**config.mk**
```make
export PLATFORM = sky130hd
export DESIGN_NAME = frame_rate_moving_average_unit_flat
export DESIGN_NICKNAME = d
export VERILOG_FILES = /design/src/hdl/frmavg_pkg.sv /design/src/hdl/frmavg_if.sv /design/src/hdl/frmavg_divider.sv /design/src/hdl/frame_rate_moving_average_unit.sv /design/src/flat_wrapper.sv
export SDC_FILE = /design/constraint.sdc
export NUM_CORES = 2
export LEC_CHECK = 0
export ABC_CLOCK_PERIOD_IN_PS = 4600
export BUFFER_PORTS_ARGS = -buffer_cell sky130_fd_sc_hd__buf_4
export CAP_MARGIN = 20
export CELL_PAD_IN_SITES_DETAIL_PLACEMENT = 1
export CELL_PAD_IN_SITES_GLOBAL_PLACEMENT = 1
export CORE_ASPECT_RATIO = 1.75
export CORE_MARGIN = 10
export CORE_UTILIZATION = 45
export DETAILED_ROUTE_END_ITERATION = 6
export MAX_ROUTING_LAYER = met4
export PLACE_DENSITY = 0.67
export REMOVE_ABC_BUFFERS = 1
export SYNTH_ARGS = -nofsm -noshare
export SYNTH_HDL_FRONTEND = slang
export SYNTH_SLANG_ARGS = --single-unit
```
**constraint.sdc**
```tcl
create_clock -name clk -period 4.6 [get_ports clk]
set_input_delay 0.23 -clock clk [delete_from_list [all_inputs] [get_ports clk]]
set_output_delay 0.23 -clock clk [all_outputs]
set_load 0.01 [all_outputs]
```
**src/hdl/frmavg_pkg.sv**
```systemverilog
// Shared types and constants of the frame rate moving average unit
package frmavg_pkg;

  // Field widths
  localparam int TICK_W  = 32;
  localparam int VALUE_W = 24;
  localparam int COUNT_W = 7;

  // Rate numerator: 1e6 us per second in 20.8 fixed point
  localparam int          FPS_NUM_W     = 28;
  localparam logic [27:0] FPS_NUMERATOR = 28'd256000000;

  // Saturation ceiling shared by interval, mean and rate
  localparam logic [VALUE_W-1:0] VALUE_MAX = 24'hFFFFFF;

  // Divisor width of the shared divider
  localparam int DEN_W = VALUE_W;

  // Divider status seen by the sequencer
  typedef struct packed {
    logic busy;
    logic done;
  } frmavg_div_stat_t;

endpackage

```
**src/hdl/frmavg_if.sv**
```systemverilog
// Handshake channels: tick input, result output and configuration write
interface frmavg_in_if import frmavg_pkg::*; ();
  logic              valid;
  logic              ready;
  logic [TICK_W-1:0] tick_time_us;

  modport source (output valid, output tick_time_us, input ready);
  modport sink   (input valid, input tick_time_us, output ready);
endinterface

interface frmavg_out_if import frmavg_pkg::*; ();
  logic               valid;
  logic               ready;
  logic [VALUE_W-1:0] average_us;
  logic [VALUE_W-1:0] fps_q8;

  modport source (output valid, output average_us, output fps_q8, input ready);
  modport sink   (input valid, input average_us, input fps_q8, output ready);
endinterface

interface frmavg_cfg_if import frmavg_pkg::*; ();
  logic               valid;
  logic               ready;
  logic [COUNT_W-1:0] average_count;

  modport source (output valid, output average_count, input ready);
  modport sink   (input valid, input average_count, output ready);
endinterface

```
**src/hdl/frmavg_divider.sv**
```systemverilog
// Serial restoring divider, one quotient bit per cycle, shared by mean and rate
module frmavg_divider import frmavg_pkg::*; #(
  parameter int NUM_W = 31
) (
  input  logic                   clk,
  input  logic                   rst,
  input  logic                   start,
  input  logic [NUM_W-1:0]       dividend,
  input  logic [DEN_W-1:0]       divisor,
  output logic [NUM_W-1:0]       quotient,
  output frmavg_div_stat_t       stat
);

  localparam int CNT_W = $clog2(NUM_W + 1);

  logic [NUM_W-1:0] quo;
  logic [DEN_W-1:0] rem;
  logic [DEN_W-1:0] den;
  logic [CNT_W-1:0] bits_left;
  logic             busy;
  logic             done;

  logic [DEN_W:0] shifted;
  logic [DEN_W:0] diff;
  logic           fits;

  // One trial subtraction of the partial remainder
  always_comb begin
    shifted = {rem, quo[NUM_W-1]};
    diff    = shifted - {1'b0, den};
    fits    = (shifted >= {1'b0, den});
  end

  always_ff @(posedge clk) begin
    if (rst) begin
      busy      <= 1'b0;
      done      <= 1'b0;
      bits_left <= '0;
    end else begin
      done <= 1'b0;
      if (start && !busy) begin
        busy      <= 1'b1;
        bits_left <= CNT_W'(NUM_W);
      end else if (busy) begin
        bits_left <= bits_left - 1'b1;
        if (bits_left == CNT_W'(1)) begin
          busy <= 1'b0;
          done <= 1'b1;
        end
      end
    end
  end

  // Datapath: dividend bits shift out as quotient bits shift in
  always_ff @(posedge clk) begin
    if (start && !busy) begin
      quo <= dividend;
      rem <= '0;
      den <= divisor;
    end else if (busy) begin
      if (fits) begin
        rem <= diff[DEN_W-1:0];
        quo <= {quo[NUM_W-2:0], 1'b1};
      end else begin
        rem <= shifted[DEN_W-1:0];
        quo <= {quo[NUM_W-2:0], 1'b0};
      end
    end
  end

  assign quotient  = quo;
  assign stat.busy = busy;
  assign stat.done = done;

endmodule

```
**src/hdl/frame_rate_moving_average_unit.sv**
```systemverilog
// Steps per tick: check, drop of the oldest interval (up to 2 drops, each followed by a new check),
// ring write, mean division, rate division, done; a zero mean skips the rate division.
// Divisions run on the shared serial divider, one quotient bit a cycle, NW = max(24+clog2(MAX_WINDOW+1), 28).
// Input not ready while a tick is at work, so a new tick waits until the last is through; a word left
// waiting in the output register holds the next tick at its end until it is taken.
// Reset clears timestamp, slot, fill count, sum, count (64, capped); the ring is not cleared.
module frame_rate_moving_average_unit import frmavg_pkg::*; #(
  parameter int MAX_WINDOW = 64
) (
  input  logic          clk,
  input  logic          rst,
  frmavg_in_if.sink     tick,
  frmavg_out_if.source  result,
  frmavg_cfg_if.sink    cfg
);

  localparam int FW        = $clog2(MAX_WINDOW + 1);
  localparam int SW        = (MAX_WINDOW > 1) ? $clog2(MAX_WINDOW) : 1;
  localparam int IW        = FW + 1;
  localparam int TW        = VALUE_W + FW;
  localparam int NW        = (TW > FPS_NUM_W) ? TW : FPS_NUM_W;
  localparam int CNT_RESET = (MAX_WINDOW < 64) ? MAX_WINDOW : 64;
  localparam logic [1:0] MAX_DROPS = 2'd2;

  typedef enum logic [8:0] {
    S_IDLE  = 9'b000000001,
    S_CHK   = 9'b000000010,
    S_SUB   = 9'b000000100,
    S_WR    = 9'b000001000,
    S_MGO   = 9'b000010000,
    S_MWAIT = 9'b000100000,
    S_FGO   = 9'b001000000,
    S_FWAIT = 9'b010000000,
    S_DONE  = 9'b100000000
  } state_t;

  state_t              state;
  logic [TICK_W-1:0]   previous_time;
  logic [SW-1:0]       write_slot;
  logic [FW-1:0]       fill_count;
  logic [TW-1:0]       window_total;
  logic [FW-1:0]       avg_cnt;
  logic [1:0]          drop_cnt;
  logic [VALUE_W-1:0]  interval;
  logic [VALUE_W-1:0]  mean_val;
  logic [VALUE_W-1:0]  fps_val;
  logic                res_valid;
  logic [VALUE_W-1:0]  res_avg;
  logic [VALUE_W-1:0]  res_fps;

  logic [VALUE_W-1:0]  interval_ring [MAX_WINDOW];
  logic [VALUE_W-1:0]  rd_data;

  logic [TICK_W-1:0]   delta;
  logic [VALUE_W-1:0]  interval_next;
  logic [IW-1:0]       oldest_idx;
  logic                need_drop;
  logic [FW-1:0]       cfg_count;
  logic                div_start;
  logic [NW-1:0]       div_dividend;
  logic [DEN_W-1:0]    div_divisor;
  logic [NW-1:0]       div_quotient;
  frmavg_div_stat_t    div_stat;
  logic [VALUE_W-1:0]  quo_sat;

  // Handshakes
  assign tick.ready = (state == S_IDLE) && !rst;
  assign cfg.ready  = !rst;
  assign result.valid      = res_valid;
  assign result.average_us = res_avg;
  assign result.fps_q8     = res_fps;

  // Wrapping interval, saturated to 24 bits
  always_comb begin
    delta         = tick.tick_time_us - previous_time;
    interval_next = (|delta[TICK_W-1:VALUE_W]) ? VALUE_MAX : delta[VALUE_W-1:0];
  end

  // Slot of the oldest held interval
  always_comb begin
    if (IW'(write_slot) >= IW'(fill_count)) begin
      oldest_idx = IW'(write_slot) - IW'(fill_count);
    end else begin
      oldest_idx = IW'(write_slot) + IW'(MAX_WINDOW) - IW'(fill_count);
    end
    need_drop = (fill_count >= avg_cnt) && (drop_cnt != MAX_DROPS);
  end

  // Count register write, clamped to 1..MAX_WINDOW
  always_comb begin
    if (cfg.average_count == '0) begin
      cfg_count = FW'(1);
    end else if (32'(cfg.average_count) > MAX_WINDOW) begin
      cfg_count = FW'(MAX_WINDOW);
    end else begin
      cfg_count = FW'(cfg.average_count);
    end
  end

  // Divider operands: window sum over count, then numerator over mean
  always_comb begin
    div_start = ((state == S_MGO) || (state == S_FGO)) && !div_stat.busy;
    if (state == S_FGO) begin
      div_dividend = NW'(FPS_NUMERATOR);
      div_divisor  = mean_val;
    end else begin
      div_dividend = NW'(window_total);
      div_divisor  = DEN_W'(fill_count);
    end
    quo_sat = (div_quotient > NW'(VALUE_MAX)) ? VALUE_MAX : div_quotient[VALUE_W-1:0];
  end

  frmavg_divider #(
    .NUM_W (NW)
  ) u_div (
    .clk      (clk),
    .rst      (rst),
    .start    (div_start),
    .dividend (div_dividend),
    .divisor  (div_divisor),
    .quotient (div_quotient),
    .stat     (div_stat)
  );

  // Interval ring, registered read
  always_ff @(posedge clk) begin
    if (state == S_WR) begin
      interval_ring[write_slot] <= interval;
    end
    if (state == S_CHK) begin
      rd_data <= interval_ring[oldest_idx[SW-1:0]];
    end
  end

  // Count register
  always_ff @(posedge clk) begin
    if (rst) begin
      avg_cnt <= FW'(CNT_RESET);
    end else if (cfg.valid && cfg.ready) begin
      avg_cnt <= cfg_count;
    end
  end

  // Sequencer
  always_ff @(posedge clk) begin
    if (rst) begin
      state         <= S_IDLE;
      previous_time <= '0;
      write_slot    <= '0;
      fill_count    <= '0;
      window_total  <= '0;
      drop_cnt      <= '0;
      res_valid     <= 1'b0;
    end else begin
      // Result word flag: set as a finished tick moves out, cleared when taken
      if ((state == S_DONE) && (!res_valid || result.ready)) begin
        res_valid <= 1'b1;
      end else if (result.ready) begin
        res_valid <= 1'b0;
      end
      unique case (state)
        S_IDLE: begin
          if (tick.valid) begin
            interval      <= interval_next;
            previous_time <= tick.tick_time_us;
            drop_cnt      <= '0;
            state         <= S_CHK;
          end
        end
        S_CHK: begin
          if (need_drop) begin
            state <= S_SUB;
          end else begin
            state <= S_WR;
          end
        end
        S_SUB: begin
          window_total <= window_total - TW'(rd_data);
          fill_count   <= fill_count - 1'b1;
          drop_cnt     <= drop_cnt + 1'b1;
          state        <= S_CHK;
        end
        S_WR: begin
          window_total <= window_total + TW'(interval);
          fill_count   <= fill_count + 1'b1;
          if (32'(write_slot) == MAX_WINDOW - 1) begin
            write_slot <= '0;
          end else begin
            write_slot <= write_slot + 1'b1;
          end
          state <= S_MGO;
        end
        S_MGO: begin
          if (!div_stat.busy) begin
            state <= S_MWAIT;
          end
        end
        S_MWAIT: begin
          if (div_stat.done) begin
            mean_val <= quo_sat;
            if (quo_sat == '0) begin
              fps_val <= VALUE_MAX;
              state   <= S_DONE;
            end else begin
              state <= S_FGO;
            end
          end
        end
        S_FGO: begin
          if (!div_stat.busy) begin
            state <= S_FWAIT;
          end
        end
        S_FWAIT: begin
          if (div_stat.done) begin
            fps_val <= quo_sat;
            state   <= S_DONE;
          end
        end
        S_DONE: begin
          if (!res_valid || result.ready) begin
            state <= S_IDLE;
          end
        end
        default: begin
          state <= S_IDLE;
        end
      endcase
    end
  end

  // Output word register
  always_ff @(posedge clk) begin
    if ((state == S_DONE) && (!res_valid || result.ready)) begin
      res_avg <= mean_val;
      res_fps <= fps_val;
    end
  end

endmodule

```
**src/flat_wrapper.sv**
```systemverilog
// flat-port wrapper written by rule: the top's interface ports become plain ports
module frame_rate_moving_average_unit_flat import frmavg_pkg::*;
#(
  parameter int MAX_WINDOW = 64
)
  (clk, rst, tick_valid, tick_tick_time_us, tick_ready, result_valid, result_average_us, result_fps_q8, result_ready, cfg_valid, cfg_average_count, cfg_ready);
  frmavg_in_if tick_i ();
  frmavg_out_if result_i ();
  frmavg_cfg_if cfg_i ();
  input  logic clk;
  input  logic rst;
  input wire logic [$bits(tick_i.valid)-1:0] tick_valid;
  input wire logic [$bits(tick_i.tick_time_us)-1:0] tick_tick_time_us;
  output wire logic [$bits(tick_i.ready)-1:0] tick_ready;
  output wire logic [$bits(result_i.valid)-1:0] result_valid;
  output wire logic [$bits(result_i.average_us)-1:0] result_average_us;
  output wire logic [$bits(result_i.fps_q8)-1:0] result_fps_q8;
  input wire logic [$bits(result_i.ready)-1:0] result_ready;
  input wire logic [$bits(cfg_i.valid)-1:0] cfg_valid;
  input wire logic [$bits(cfg_i.average_count)-1:0] cfg_average_count;
  output wire logic [$bits(cfg_i.ready)-1:0] cfg_ready;
  assign tick_i.valid = tick_valid;
  assign tick_i.tick_time_us = tick_tick_time_us;
  assign tick_ready = tick_i.ready;
  assign result_valid = result_i.valid;
  assign result_average_us = result_i.average_us;
  assign result_fps_q8 = result_i.fps_q8;
  assign result_i.ready = result_ready;
  assign cfg_i.valid = cfg_valid;
  assign cfg_i.average_count = cfg_average_count;
  assign cfg_ready = cfg_i.ready;
  frame_rate_moving_average_unit #(.MAX_WINDOW(MAX_WINDOW)) u_core (.clk(clk), .rst(rst), .tick(tick_i), .result(result_i), .cfg(cfg_i));
endmodule
```
# == Word level (Yosys, flattened, before mapping) ==
# Memory sizes are Yosys's and may differ from the RTL's. A register that Yosys moved wholly into a read port is not among the register bits.
# Cells that the tools add are included.
# Widths: inputs -> output; s select.
# word_totals
word_cells,123
ram_bits,1536
memories,1
out_inout_bits,51
reg_bits,301
input_bits,44
# classes
addsub,12
reduce_logical,26
n_eq_ne,19
order_cmp,5
n_bitwise,2
mux,38
# memory_table
memory,words,width,rd,rd_ports_with_merged_regs,write_ports,line,text
u_core.interval_ring,64,24,1,1,1,frame_rate_moving_average_unit.sv:51,logic [VALUE_W-1:0] interval_ring [MAX_WINDOW];
# op_table
op,count
$mux 24,5
$mux 31,3
$pmux 9 s9,1
$mux 9,7
$pmux 31 s2,1
$pmux 24 s2,1
$sub 32x32->32,1
$add 31x24->31,1
$gt 31x24->1 const B,1
$sub 31x24->31,1
$ge 25x24->1,1
$logic_not 24->1,1
$sub 24x24->24,1
$mux 7,3
$ne 2x2->1 const B,7
$pmux 7 s2,1
$add 6x1->6 const B,2
$mux 6,2
$sub 6x6->6,2
$mux 5,2
$reduce_bool 2->1,5
$eq 9x1->1 const B,1
$eq 9x2->1 const B,1
$eq 9x3->1 const B,1
other kinds (31),50

# == Logic depth before layout (Yosys ltp) ==
# depth
depth_word,6
mapped_depth,21
depth_no_buf,19

# == Cells and area by module ==
# A second synthesis with hierarchy kept.
# unflattened
cells_unflattened,4142
area_unflattened_um2,76528.4
# by_module_without_submodules
module,n_inst,area_per_inst_um2,cells_each,seq_area_each_um2
frame_rate_moving_average_unit,1,71851.4,3713,52350.2
frmavg_divider,1,4677.0,429,2272.2

# == Worst setup path after synthesis ==
# OpenSTA, ideal clock, no wires.
# synth_timing
path_kind,reg2reg
from,register u_core.state[6]
to,register u_core.window_total[28]
arrival_time_ps,4530
path_slack_ps,-52
stages_incl_launch_ff,22
period_less_slack_ps,4652
t_required_ps,4478
path_cell_list,dfxtp_1 clkbuf_1 nor2_1 nand2_1 or4_1 nor2_1 clkbuf_1 buf_1 nand2_1 o21ai_0 ha_1 inv_1 fa_1 nor2b_1 o21ai_0 a31oi_1 a211oi_1 o31a_1 o2111ai_1 nand2_1 and4_1 a311o_1
# synth_between
elab_chain_cells,2
word_cells_on_any_way,4
cone_classes,eq/ne (2); mux (1); reduce/logical (1)
# synth_rtl
item,line,text
"start, declared",frame_rate_moving_average_unit.sv:37,state_t state;
"start signal, assigned",frame_rate_moving_average_unit.sv:147,state <= S_IDLE;
"start signal, assigned",frame_rate_moving_average_unit.sv:167,state <= S_CHK;
"start signal, assigned",frame_rate_moving_average_unit.sv:172,state <= S_SUB;
$eq 9x4->1 or $eq 9x3->1 (tied branches),frame_rate_moving_average_unit.sv:161,unique case (state)
$pmux 31 s2 or $reduce_bool 2->1 (tied branches),-,
"end signal, assigned",frame_rate_moving_average_unit.sv:178,window_total <= window_total - TW'(rd_data);
"end signal, assigned",frame_rate_moving_average_unit.sv:184,window_total <= window_total + TW'(interval);
"end, declared",frame_rate_moving_average_unit.sv:41,logic [TW-1:0] window_total;
# Several ways; a longest one is shown, not always the timed one.
# A chain may end at the register's enable or synchronous reset.

# == Worst setup path in the final report ==
# layout_timing
from,register u_core.rd_data[1] (read register of u_core.interval_ring)
to,register u_core.window_total[26]
# layout_between
elab_chain_cells,2
# layout_rtl
item,line,text
"start, declared",frame_rate_moving_average_unit.sv:52,logic [VALUE_W-1:0] rd_data;
$sub 31x24->31,frame_rate_moving_average_unit.sv:178,
$pmux 31 s2,frame_rate_moving_average_unit.sv:161,
# Every way passes these cells.

==> impl_metrics.tcl <==
set metrics [dict create \
    ant_nets 0 \
    holdPathStages 5 \
    drc 0 \
    p_leak_nw 28.5 \
    die_h_um 565 \
    yosysTopAreaCell "edfxtp_1" \
    cp_num_buf_inv 1 \
    clock.fmax_ghz 0.225 \
    end_kind "register" \
    crit_arrival_ns 5.18 \
    synth_area_um2 76300 \
    setup_violations 0 \
    syn_to_final_growth_pct 15.9 \
    die-area_um2 187000 \
    drive_above_1_share_pct 25.6 \
    reg2reg_to "u_core.window_total[26]" \
    clockRootBuffer "clkbuf_16" \
    synthCells 4204 \
    grt_setup_unrepaired "true" \
    start_util_pct 45.3 \
    cp_max_fo 4 \
    status "completed" \
    ys_types 72 \
    drt_iter0_drc 3730 \
    wire_per_inst_um 30.2 \
    wl_mm 209 \
    synth.yosys.seq_area_share_pct 71.6 \
    synth-seq-cells 1861 \
    reg2reg_setup_slack_ns 0.15 \
    cts_made_buffers 176 \
    grt_pass1_vias 44000 \
    synth.most_common_cell "edfxtp_1" \
    synth_edf_count 1735 \
    skew_ns 0.0738 \
    dp_hpwl_mm 133 \
    fin_crit_ns 4.45 \
    grt-ovfl-total 0 \
    nets 4746 \
    ios 95 \
    ir_drop_uv 321 \
    chipWidth_um 331 \
    vias_per_cell 5.89 \
    post-route-period-util_pct 96.8 \
    fin_util_pct 52.5 \
    firstDrtPassIters 5 \
    crit_slowest_cell "or4_4" \
    ys_warn_count 0 \
    synth_flop_cell "edfxtp_1" \
    track_usage_pct 22.8 \
    crit_chain "or4_4 > or3_4 > nor4_4 > nand2b_1 > nor2_2 > nand2_2 > nor2_2 > xor2_1 > a21oi_1 > ha_1 > nand2_1 > or3_4 > nor4b_4 > o41ai_2 > buf_4 > nand3b_1 > a21oi_1 > xnor2_1 > nand2_1 > a21oi_1" \
    gp_congestion 0.856 \
    cp_top_family "simple AND/OR/NAND/NOR gates" \
    cts.path.max_buffers 4 \
    critPathMaxStageDelay_ns 0.55 \
    syn_area_per_cell_um2 18.1 \
    powerDensity_nw_per_um2 397 \
    synth_common_cells "edfxtp_1, mux4_2, nand2_1" \
    htreeDepth 4 \
    grt_max_degree 65 \
    crit_top_cell "a21oi_1" \
    cts_tree "built" \
    drv_cap 0 \
    async_flop_share_pct 0 \
    startpoint_type "register" \
    tightest_slew_ns 1.14 \
    antenna_found_initial 10 \
    yosys-top-cells-area "edfxtp_1, mux4_2, dfxtp_1, ha_1, nand2_1" \
    worstHoldStart "tick_valid" \
    port_buffers 94 \
    r2r_cells 20 \
    stdcell_area_um2 88400 \
    hold_viol 0 \
    yosysTopAreaCellShare_pct 68.3 \
    worstSetupPathType "reg -> reg" \
    slew-limit-headroom_pct 23.9 \
    total_power_w 0.0351 \
    hold_path_end "u_core.drop_cnt[0]" \
    fp.coreArea_um2 168000 \
    hp-class "in -> reg" \
    insertion_delay_ns 0.85 \
    clkTransAtPathRegs_ns 0.06 \
    whs_ns 0.0502 \
    r2r-start "u_core.rd_data[1]" \
    drv_slew 0 \
    placed_area_um2 81600 \
    required_ns 5.33 \
    grt_pass1_wl_mm 305 \
    cts_sinks 1861 \
    fp-row-count 199 \
    vias 40900 \
]
## power breakdown
group	internal, W	leakage [nW]	switching (W)
logic	0.000831	9.51	0.00110
clock network	0.00842	2.78	0.00635
registers	0.0183	16.2	0.0000566
total	0.0276	28.5	0.00750
## metrics by stage
stage / TNS [ns] / instances / setup slack (ns)
global placement: -0.377 / 6533 / -0.163
detailed placement: -0.412 / 6534 / -0.180
global route: -0.462 / 6934 / -0.153
finish: 0 / 6935 / 0.148
floorplan: -293.61 / 3995 / -12.19
CTS: -0.0145 / 6924 / -0.0145
## routing by layer
layer | global-route usage, % | wire, µm | vias to the layer above
met5 | - | 0 | -
met4 | 8.39 | 8250 | 0
met3 | 2.44 | 11100 | 346
li1 | - | - | 17600
met2 | 42.1 | 116000 | 1292
met1 | 25.2 | 73600 | 21700
## kinds of logic after synthesis
| kind of cell | synth area share [%] |
|---|---|
| DFF | 71.6 |
| and+or+nand+nor | 4.93 |
| muxes | 14.7 |
| AOI/OAI and AO/OA | 4.11 |
| buffers and inverters | 1.60 |
| adders and majority gates | 1.90 |
| xor gates and xnor gates | 1.15 |
## state kept, by name, summed over array words and instances, names as in the netlist
name                      count
u_core.avg_cnt                7
u_core.drop_cnt               2
u_core.fill_count             7
u_core.fps_val               24
u_core.interval              24
u_core.interval_ring       1536
u_core.mean_val              24
u_core.previous_time         32
u_core.rd_data               24
u_core.result.average_us     24
u_core.result.fps_q8         24
u_core.result.valid           1
u_core.state                  9
u_core.u_div.bits_left        5
u_core.u_div.busy             1
u_core.u_div.den             24
u_core.u_div.done             1
u_core.u_div.quotient        31
u_core.u_div.rem             24
u_core.window_total          31
u_core.write_slot             6
## area by class of cell
type                       count  area (µm²)
clock buffer                 205        4570
fill                       15300       79900
tap                         2211        2770
inverter                     107         402
clock inverter               104        1160
sequential                  1861       54600
multi-input combinational   2027       21200
antenna                        4        10.0
timing repair buffer         416        3710
## worst register-to-register path: stages (launching register included)
cell and delay, ns:
edfxtp_1 0.39, or4_4 0.55, or3_4 0.37, nor4_4 0.16
nand2b_1 0.18, nor2_2 0.16, nand2_2 0.13, nor2_2 0.17
xor2_1 0.16, a21oi_1 0.09, ha_1 0.34, nand2_1 0.09
or3_4 0.43, nor4b_4 0.29, o41ai_2 0.17, buf_4 0.16
nand3b_1 0.07, a21oi_1 0.09, xnor2_1 0.19, nand2_1 0.07
a21oi_1 0.15
## cell usage in the layout, fill, tap and decap left out, drive strengths merged, types with 23 or more instances in the layout
| cell type | instances |
|---|---|
| dfxtp | 126 |
| nor3 | 31 |
| ha | 108 |
| clkinv | 60 |
| clkbuf | 205 |
| mux4 | 480 |
| inv | 117 |
| a211oi | 48 |
| or2 | 28 |
| and2 | 29 |
| xnor2 | 49 |
| a21o | 54 |
| o21ai | 76 |
| nor2 | 195 |
| dlygate4sd3 | 81 |
| xor2 | 51 |
| bufinv | 23 |
| mux2i | 39 |
| nand2 | 280 |
| nor2b | 36 |
| nand2b | 28 |
| a21oi | 208 |
| or3 | 30 |
| nand3 | 46 |
| edfxtp | 1735 |
| buf | 335 |
## worst max-delay path by stage
stage | startpoint | end | slack [ns] | depth (start not counted)
floorplan | u_core.write_slot[0] | u_core.rd_data[0] | -12.19 | 7
global placement | u_core.rd_data[1] | u_core.window_total[26] | -0.16 | 20
detailed placement | u_core.rd_data[1] | u_core.window_total[30] | -0.18 | 19
CTS | u_core.rd_data[1] | u_core.window_total[26] | -0.01 | 20
global route | u_core.rd_data[1] | u_core.window_total[30] | -0.15 | 19
finish | u_core.rd_data[1] | u_core.window_total[26] | 0.15 | 20
## what timing repair did
action                                 4_1_cts  5_1_grt
setup buffers                                0        7
setup endpoints to repair                    3       14
resized for setup                            4       36
endpoints found under the hold margin       55        0
cloned                                       0        0
hold buffers                                81        0
pin swaps                                    0       19
Power figures use the tool's default switching activity.
